`src/hw/rtl/rmj_dly.sv`:
```
`timescale 1ns / 1ps
// ----------------------------------------------------------------------------
// rmj_dly
// Enable-gated delay line that keeps side data aligned with the datapath.
// ----------------------------------------------------------------------------
module rmj_dly #(
  parameter int W = 8,
  parameter int N = 2
) (
  input  logic         clk_i,
  input  logic         en_i,
  input  logic [W-1:0] data_i,
  output logic [W-1:0] data_o
);

  logic [W-1:0] pipe_q [N];

  // Shift the whole line whenever the pipeline advances.
  always_ff @(posedge clk_i) begin
    if (en_i) begin
      pipe_q[0] <= data_i;
      for (int k = 1; k < N; k++) begin
        pipe_q[k] <= pipe_q[k-1];
      end
    end
  end

  assign data_o = pipe_q[N-1];

endmodule

```
`config.mk`:
```
export PLATFORM = sky130hd
export DESIGN_NAME = rmj_dly
export DESIGN_NICKNAME = d
export VERILOG_FILES = /design/src/hw/rtl/rmj_dly.sv
export SDC_FILE = /design/constraint.sdc
export NUM_CORES = 1
export LEC_CHECK = 0
export BUFFER_PORTS_ARGS = -buffer_cell sky130_fd_sc_hd__buf_2
export CAP_MARGIN = 20
export CORE_MARGIN = 1.5
export CORE_UTILIZATION = 25
export CTS_BUF_LIST = sky130_fd_sc_hd__clkbuf_16
export DETAILED_ROUTE_END_ITERATION = 10
export PLACE_DENSITY = 0.44
export SLEW_MARGIN = 10
export SYNTH_ARGS = -nofsm -noshare
export SYNTH_HDL_FRONTEND = slang
export SYNTH_SLANG_ARGS = --single-unit
export TNS_END_PERCENT = 30
```
`constraint.sdc`:
```
create_clock -name clk_i -period 0.8 [get_ports clk_i]
set_input_delay 0.08 -clock clk_i [delete_from_list [all_inputs] [get_ports clk_i]]
set_output_delay 0.08 -clock clk_i [all_outputs]
set_load 0.01 [all_outputs]
```
==> impl_summary.md <==
Yosys
The number of distinct standard cells referenced by the synthesized netlist is 2. After synthesis, the largest family of logic cells by area is buffers and inverters. Yosys attributes the largest share of cell area to sky130_fd_sc_hd__edfxtp_1, sky130_fd_sc_hd__buf_4. The area share of fa/ha/maj cells after synthesis is 0%. The total standard cell area after synthesis is around 540 µm². The fraction of the mapped netlist area in simple logic gates is 0%. The library cell occupying the most area in the post-synthesis netlist is sky130_fd_sc_hd__edfxtp_1. Summing the areas of all compound-gate instances in the mapped netlist gives 0% of the synthesized area.

Counting flops and latches in the post-synthesis netlist gives 16. The xor and xnor fraction of the mapped netlist area is 0%. Each instance of the synthesized netlist takes up on average ~23 µm².

In the synthesized netlist, the number of instances is 24. The number of nets produced by synthesis is 34. The total number of yosys warnings is 0. The share of synthesized area spent on multiplexers is 0%.

The share of the Yosys chip area taken by registers is 88.89%. After synthesis, the largest area contributor takes up 88.89% of total cell area.

Place
The port buffer count is 17. At the end of routability-driven placement, the weighted congestion stood at 0.6470. Timing analysis after detailed placement gives a worst setup slack of about 0.057 ns.

Critical path
The number of buffers and inverters on the critical path is 1. For flop-to-flop paths, the worst setup slack is between 0.15 and 0.2 ns. The slowest cell on the critical path is sky130_fd_sc_hd__edfxtp_1.

The worst setup path is launched from a register. The critical setup path kind is reg2out. For the worst setup path, the data required time is 0.72 ns. In this design, the stage delay of the slowest critical-path cell is roughly 0.35 ns. Traced cell by cell, the critical path runs through buf_2. The top cell family by delay on the critical path is flip-flops. The arrival time at the worst endpoint is around 0.74 ns. The critical-path maximum fanout is 1. The critical path endpoint category is a primary output.

Finish
The most common library cell in the layout ignoring fill and taps is sky130_fd_sc_hd__buf_2. In the layout the tool counted multi-input logic cells amounting to 0. After the last flow step, the layout net total stands at 48. The register bank with the most flops is pipe_q. The layout has 209 filler cells. The top cell types in the final layout, fill and taps aside, are sky130_fd_sc_hd__buf_2, sky130_fd_sc_hd__edfxtp_1, sky130_fd_sc_hd__clkbuf_16. The number of antenna diodes in the final layout is 0. Of the cells placed in the final design, the portion with a size suffix greater than 1 is around 54%. Relative to the synthesized area, the layout overhead comes to 25.46%. The largest registers in the layout are pipe_q: 16 flops. Summing all multi-input logic gate instances after layout gives 0 µm². The register with the most flip-flops in the layout has 16 of them.

GRT
The initial antenna violation count is 0. The number of global-route vias before repair is around 230. The global-route wire length before repair is 931 µm.

The global routing usage summed across all routing layers is ~6%. For this run the aggregate overflow at the end of global routing stands at 0. The largest net degree at the start of global routing is 17.

Timing
Setup repair after global routing could not meet its margin everywhere. The number of hold violations in the final report is 0. For the pin with the worst max-slew slack, the measured transition is 0.3469 ns. The maximum operating frequency is roughly 1200 MHz.

The final max-slew violation count came to 0. The post-route clock skew is between 0.003 and 0.004 ns. Headroom to the max-slew limit came out at around three quarters. The final worst setup slack is -0.02174 ns. The post-route fraction of the period consumed by the critical path is 102.7%. The smallest clock period supported by the final layout is computed as 0.8217 ns. The final number of setup-violating endpoints is 8.

Pwr
The total design power is ~2.0 mW. The worst-case vdd ir drop is ~1.1 mV. Power spread over the standard cell area amounts to around 3000 nW/µm². The leakage power summed over all cells is roughly 0.26 nW.

Route
The detail-routed net length per standard cell is slightly above 10 µm. The number of remaining DRC errors is 0. For this block, the initial DRC count from the detailed router was 1.

The ratio of routed vias to standard cells is around 3.5. For this run, the detailed router's first-pass iteration total came to 2. Summed over all layers, the routed wires come to 647 µm.

The number of routed nets with antenna violations is 0. The routed layout has between 200 and 250 vias.

Floorplan
The floorplan step defined a die boundary enclosing 2450 µm². For this configuration, the core starts out at a cell density of between 20% and 30%. Pin placement for this block handled 18 I/O pins. After floorplanning, the core was divided into 16 placement rows. Measured along the y axis, the die boundary spans 49.50 µm. The floorplan step defined a core boundary enclosing approximately 2000 µm². In this run the horizontal extent of the chip is around 50 µm.

Clock tree
For the worst-skew pair, the clock arrives at the later sink with an insertion delay of between 0.2 and 0.25 ns. The number of instances resized during post-cts repair is 0. The number of setup buffers added after CTS is 0. The longest clock path from root to sink contains 2 buffers. After clock tree synthesis, the clock-pin slew on the worst setup and hold paths is 0.05 ns. Hold repair after CTS inserted 0 buffers. In this run the number of H-tree levels came out at 1.

Counting the buffers created by CTS gives 3. The total number of clock tree sinks is 16. The clock root buffer is sky130_fd_sc_hd__clkbuf_16. The CTS tree is built.

Outcome
The run finished, with violations left. The checks that failed: negative setup slack.

Flow run
Max-cap violations in this run came to 0.

Hold path
The type of the worst min-delay path is in2reg.
[logic make-up after synthesis]
logic type | count (synthesis)
buffers and inverters | 8
DFF | 16
[synthesized netlist by cell type (all sizes together)]
cell,instances
edfxtp,16
buf,8
[worst paths after layout]
kind,startpoint,depth (start not counted),endpoint
max,pipe_q[0][9]$_DFFE_PP_,1,data_o[1]
min,data_i[6],1,pipe_q[0][6]$_DFFE_PP_
max reg2reg,pipe_q[0][7]$_DFFE_PP_,0,pipe_q[0][15]$_DFFE_PP_
min reg2reg,pipe_q[0][4]$_DFFE_PP_,0,pipe_q[0][12]$_DFFE_PP_
[power by group]
part	switching [mW]	total, mW	internal, mW
clock network	0.285	0.946	0.661
logic	0.0428	0.0752	0.0324
registers	0.0122	1.01	0.997
[through the flow]
step | std cells | cell area [µm²] | setup TNS (ns) | utilization (%) | hold WS (ns)
after floorplan | 24 | 540.5 | 0 | - | 0.1789
after global placement | 60 | 599.3 | 0 | 29.94 | 0.2587
after detailed placement | 60 | 599.3 | 0 | 29.94 | 0.2589
after CTS | 64 | 678.2 | -0.1881 | 33.88 | 0.005946
after global routing | 64 | 678.2 | -0.3596 | 33.88 | 0.001556
final | 64 | 678.2 | -0.1048 | 33.88 | 0.008850
[layer usage]
| layer | global-route usage (%) | vias to the layer above | share of wire (%) | routed length (µm) |
|---|---|---|---|---|
| met5 | 0 | - | 0 | 0 |
| met3 | 3.636 | 5 | 12 | 78 |
| met1 | 5.000 | 99 | 38 | 246 |
| met4 | 9.722 | 0 | 6.0 | 39 |
| met2 | 8.108 | 16 | 44 | 282 |
| li1 | - | 107 | - | - |
[cell type report]
cell class              count  area (µm²)  share of cell area, %
clock buffers               3       75.07                  11.07
flip-flops and latches     16       480.5                  70.85
well taps                  27       33.78                  4.982
repair buffers             17       85.08                  12.55
clock inverters             1       3.754                 0.5535
(Power assumes the default switching activity.)
