`src/hw/rtl/rmj_pkg.sv`:
```
`timescale 1ns / 1ps
// ----------------------------------------------------------------------------
// rmj_pkg
// Shared widths and constants of the radar measurement Jacobian datapath.
// ----------------------------------------------------------------------------
package rmj_pkg;

  // Width of every item field and of every result entry.
  localparam int DATA_W = 32;
  // Width of the squared range and of the velocity cross term magnitude.
  localparam int WIDE_W = 64;
  // Width of the 64 x 32 bit products.
  localparam int PROD_W = 96;
  // Square root stages, one result bit each.
  localparam int SQRT_STAGES = 32;
  // Quotient bits taken from each divider (rounding bit included).
  localparam int QUO_W = 34;

  // Saturation bounds of a result entry.
  localparam logic [DATA_W-1:0] SAT_MAX = {1'b0, {(DATA_W-1){1'b1}}};
  localparam logic [DATA_W-1:0] SAT_MIN = {1'b1, {(DATA_W-1){1'b0}}};

endpackage

```
`src/hw/rtl/rmj_isqrt.sv`:
```
`timescale 1ns / 1ps
// ----------------------------------------------------------------------------
// rmj_isqrt
// Pipelined integer square root: floor(sqrt(x)), one root bit per stage.
// ----------------------------------------------------------------------------
module rmj_isqrt (
  input  logic                        clk_i,
  input  logic                        en_i,
  input  logic [rmj_pkg::WIDE_W-1:0]  x_i,
  output logic [rmj_pkg::DATA_W-1:0]  root_o
);
  import rmj_pkg::*;

  localparam int REM_W = DATA_W + 2;

  typedef struct packed {
    logic [REM_W-1:0]  rem;
    logic [DATA_W-1:0] root;
    logic [WIDE_W-1:0] xs;
  } sq_stage_t;

  sq_stage_t stage_q [SQRT_STAGES];

  // One digit step: bring down two radicand bits and try the next root bit.
  function automatic sq_stage_t sq_step(input sq_stage_t s);
    logic [REM_W+1:0] cur;
    logic [REM_W+1:0] trial;
    logic [REM_W+2:0] sub;
    logic             ge;
    sq_stage_t        n;
    cur   = {s.rem, s.xs[WIDE_W-1 -: 2]};
    trial = {2'b00, s.root, 2'b01};
    sub   = {1'b0, cur} - {1'b0, trial};
    ge    = ~sub[REM_W+2];
    n.rem  = ge ? sub[REM_W-1:0] : cur[REM_W-1:0];
    n.root = {s.root[DATA_W-2:0], ge};
    n.xs   = {s.xs[WIDE_W-3:0], 2'b00};
    return n;
  endfunction

  // Stage chain; the first stage starts from an empty remainder and root.
  always_ff @(posedge clk_i) begin
    if (en_i) begin
      stage_q[0] <= sq_step('{rem: '0, root: '0, xs: x_i});
      for (int k = 1; k < SQRT_STAGES; k++) begin
        stage_q[k] <= sq_step(stage_q[k-1]);
      end
    end
  end

  assign root_o = stage_q[SQRT_STAGES-1].root;

endmodule

```
`config.mk`:
```
export PLATFORM = sky130hd
export DESIGN_NAME = rmj_isqrt
export DESIGN_NICKNAME = d
export VERILOG_FILES = /design/src/hw/rtl/rmj_pkg.sv /design/src/hw/rtl/rmj_isqrt.sv
export SDC_FILE = /design/constraint.sdc
export NUM_CORES = 2
export LEC_CHECK = 0
export ABC_AREA = 1
export ABC_CLOCK_PERIOD_IN_PS = 6580
export BUFFER_PORTS_ARGS = -buffer_cell sky130_fd_sc_hd__buf_2
export CAP_MARGIN = 20
export CORE_UTILIZATION = 55
export CTS_CLUSTER_SIZE = 16
export DETAILED_ROUTE_END_ITERATION = 6
export GPL_TIMING_DRIVEN = 0
export HOLD_SLACK_MARGIN = 0.05
export PLACE_DENSITY = 0.75
export RECOVER_POWER = 25
export REMOVE_ABC_BUFFERS = 1
export SETUP_SLACK_MARGIN = 0.2
export SYNTH_ARGS = -nofsm -noshare
export SYNTH_HDL_FRONTEND = slang
export SYNTH_MEMORY_MAX_BITS = 65536
export SYNTH_SLANG_ARGS = --single-unit
```
`constraint.sdc`:
```
create_clock -name clk_i -period 6.58 [get_ports clk_i]
set_clock_uncertainty 0.2 [all_clocks]
set_input_delay 0.987 -clock clk_i [delete_from_list [all_inputs] [get_ports clk_i]]
set_output_delay 0.987 -clock clk_i [all_outputs]
set_load 0.02 [all_outputs]
```
==> results by group <==
Clock network
  • Sink Count: ~2500
  • CTS tree: done
  • Clk slew on worst S/H paths: ~60 ps
  • Post-CTS Hold Buffers: 61
  • Clock Latency Late Sink: between 900 and 1000 ps
  • Post-CTS setup buffer count: 0
  • Num CTS Buffers: ~280
  • H-tree depth: 5
  • Clock buffer depth: 4
  • Post-cts resize count: 0
  • Root Driver: clkbuf_16

Floorplan
  • Ports: just under 100
  • Initial core utilization: 0.555
  • Core box area: ~240000 µm²
  • Core Rows: roughly 180
  • Die width: around 500 µm
  • Die H: 498 µm
  • DIE AREA: 248000 µm²

Hold path
  • Hold Path Stages: 3
  • Worst Hold End: stage_q[0][95]
  • Hold Crit Start: x_i[62]
  • Worst Hold Class: input port to register

Setup path
  • FF-to-FF path depth: 8
  • Reg-to-reg critical path endpoint: stage_q[8][238]
  • Arrival time worst endpoint: ~4700 ps
  • Worst Path Class, Setup: input port to register
  • CP max stage delay: about 590 ps
  • R2R Path Start: stage_q[8][77]
  • Worst Path Required: between 6000 and 7000 ps
  • Crit Path Max Fanout: approximately 180
  • Most used cell, CP: buf_16
  • Slowest-stage cell, CP: buf_16
  • CP Cell Sequence: buf_12 > buf_16 > buf_16 > buf_16 > buf_16 > buf_16
  • Reg2Reg Setup Slack: between 2000 and 3000 ps
  • Crit start category: input port
  • Critical path endpoint category: register

Power
  • Logic pwr share: 0.237
  • Sw Share: 0.320
  • Sequential share of power: 0.445
  • Switch Pwr: roughly 15 mW
  • Power per cell area: approximately 320 nW/µm²
  • Clock share of power: 0.318
  • Max IR drop VDD: around 250 µV
  • Leakage: around 64 nW
  • Int Power: between 30 and 40 mW
  • Final Power: ~48 mW

Place
  • Hpwl dp: between 200000 and 300000 µm
  • IO Port Bufs: 97
  • Post-Place Setup Slack: 1270 ps
  • Gpl congestion: between 0.9 and 1
  • Post-placement cell area: between 100000 and 150000 µm²

Cells and area
  • Layout cell share with drive strength beyond 1: 0.0496
  • Reg with most FFs: stage_q
  • Area delta synth->final: 9.80%
  • Filler Cells Inserted: 20800
  • Fin area: 149000 µm²
  • Most common cell after layout, fill and taps aside: nand2_1
  • Layout Nets: 15800
  • Largest registers: stage_q (2514)
  • Most frequent cells in the layout: nand2_1, edfxtp_1, inv_1
  • Max reg flops: ~2500

Synth
  • Syn. warnings: 0
  • Distinct cells, synth: between 50 and 60
  • Top FF cell, synth: edfxtp_1
  • Asr flop ratio synth: 0
  • Top cell type's share of synthesized area: 0.558
  • Post-synthesis average cell area: 9.07 µm²
  • Number of synthesized register bits: approximately 2500
  • Ranking of synthesized cells by area: edfxtp_1, nand2_1, inv_1
  • Yosys top cell by area: edfxtp_1
  • Post-synthesis cell count: 14900
  • Seq/Total Area, Yosys: 0.558
  • Post-synth EDFFs: ~2500
  • Post-Syn Area: about 140000 µm²

STA
  • Relative slew slack: 0.336
  • Setup tns final: 0 ps
  • Fin crit share: 0.664
  • Final setup violation count: 0
  • Min Tclk post-route: approximately 4400 ps
  • Final hold vios: 0
  • Fmax: approximately 0.23 GHz
  • Slew @ Worst Pin: slightly below 1000 ps
  • Final worst slack: 2210 ps
  • Final slew viol count: 0
  • Unrepaired setup endpoints after global routing: false

Detailed routing
  • Detail Route Antenna Nets: 0
  • DRC Markers: 3
  • WL final: about 330000 µm
  • Vias per cell: ~5.4
  • Post-DR wirelength/cell: roughly 18 µm
  • Via Count: ~100000
  • DRT iter0 DRCs: between 9000 and 10000
  • 1st-pass router iterations: 7

Run status
  • Outcome: finished with violations
  • Failing checks: DRC

Global routing
  • GR Util All Layers: 0.266
  • Initial antenna violation count: 4
  • First-pass GRT wire length: between 500000 and 600000 µm
  • Pin count of the biggest net entering global routing: between 150 and 200
  • Vias in the first global route: between 90000 and 100k
  • GR Overflow Total: 0

Run
  • Max_cap viols: 0
-- critical path: cells and delay by family --
family | cells | cell delay [ps]
buffers and inverters | 6 | 2870
-- synthesized netlist by cell type, types with 6 or more instances --
master and n:
nor3_1 211, nand2_2 30, nand4_1 235, inv_2 22, a31oi_1 8, o21ai_0 453
o211a_1 7, nand2_1 4362, buf_4 61, o21bai_1 47, o21ai_2 56, a21oi_1 687
nor2_2 28, xor2_1 219, ha_1 527, nor4_1 44, clkinv_1 6, xnor2_1 244
a21o_1 23, buf_6 41, inv_1 2408, buf_2 56, o211ai_1 6, nand3_1 779
and2_1 18, nand4_4 6, nor3_2 6, edfxtp_1 2514, nand3b_1 135, a21oi_2 47
o21ai_1 121, a211oi_1 7, a21boi_0 9, nor3b_1 6, clkbuf_1 16, o21a_1 15
nor2_1 1374, or2_2 31
-- power groups by stage --
stage | sequential [mW] | clock, mW | combinational, mW
finish | 21.4 | 15.3 | 11.4
global route | 21.5 | 16.2 | 12.8
CTS | 21.4 | 15.6 | 11.2
detailed placement | 21.7 | 0 | 11.1
global placement | 22.9 | 0 | 11.1
floorplan | 21.0 | 0 | 8.01
-- cells by family after synthesis --
| family | Yosys count | share of synthesized area |
|---|---|---|
| flops | 2514 | 0.558 |
| xor+xnor | 463 | 0.0300 |
| other cells | 1 | 0.0000277 |
| compound gates | 1493 | 0.0607 |
| fa+ha+maj | 527 | 0.0488 |
| simple gates | 7295 | 0.225 |
| buf+inv | 2619 | 0.0775 |
-- layout make-up --
class                   count  area, µm²  area share
diodes                      1       2.50   0.0000169
clock buffers             338       7390      0.0498
clock inverters           145       1500      0.0101
inverters                2442       9180      0.0618
multi-input cells        9779      49300       0.332
flip-flops and latches   2514      75500       0.508
well taps                3202       4010      0.0270
repair buffers            179       1640      0.0111
-- worst max path at each step --
stage | start | end | slack, ps | cells after the start
final | en_i | stage_q[15][192] | 2210 | 6
after global routing | en_i | stage_q[15][192] | 1980 | 6
after CTS | en_i | stage_q[15][192] | 2230 | 6
after detailed placement | en_i | stage_q[15][192] | 1270 | 6
after global placement | en_i | stage_q[8][162] | -35070 | 1
after floorplan | stage_q[1][223] | stage_q[2][118] | 3310 | 11
-- metrics by stage --
step,util,hold WS (ps),cells
floorplan,-,200,14700
global placement,0.568,200,18000
detailed placement,0.570,205,18100
CTS,0.609,67.4,18600
global route,0.609,117,18600
finish,0.609,162,18600
-- per-layer routing --
| layer | vias to the layer above | part of all wire | global-route usage |
|---|---|---|---|
| met5 | - | 0 | 0 |
| met3 | 540 | 0.064 | 0.0310 |
| met2 | 3076 | 0.45 | 0.423 |
| li1 | 49800 | - | - |
| met1 | 46300 | 0.46 | 0.383 |
| met4 | 0 | 0.030 | 0.0810 |
Note: power is estimated with default switching activity, not from simulation.
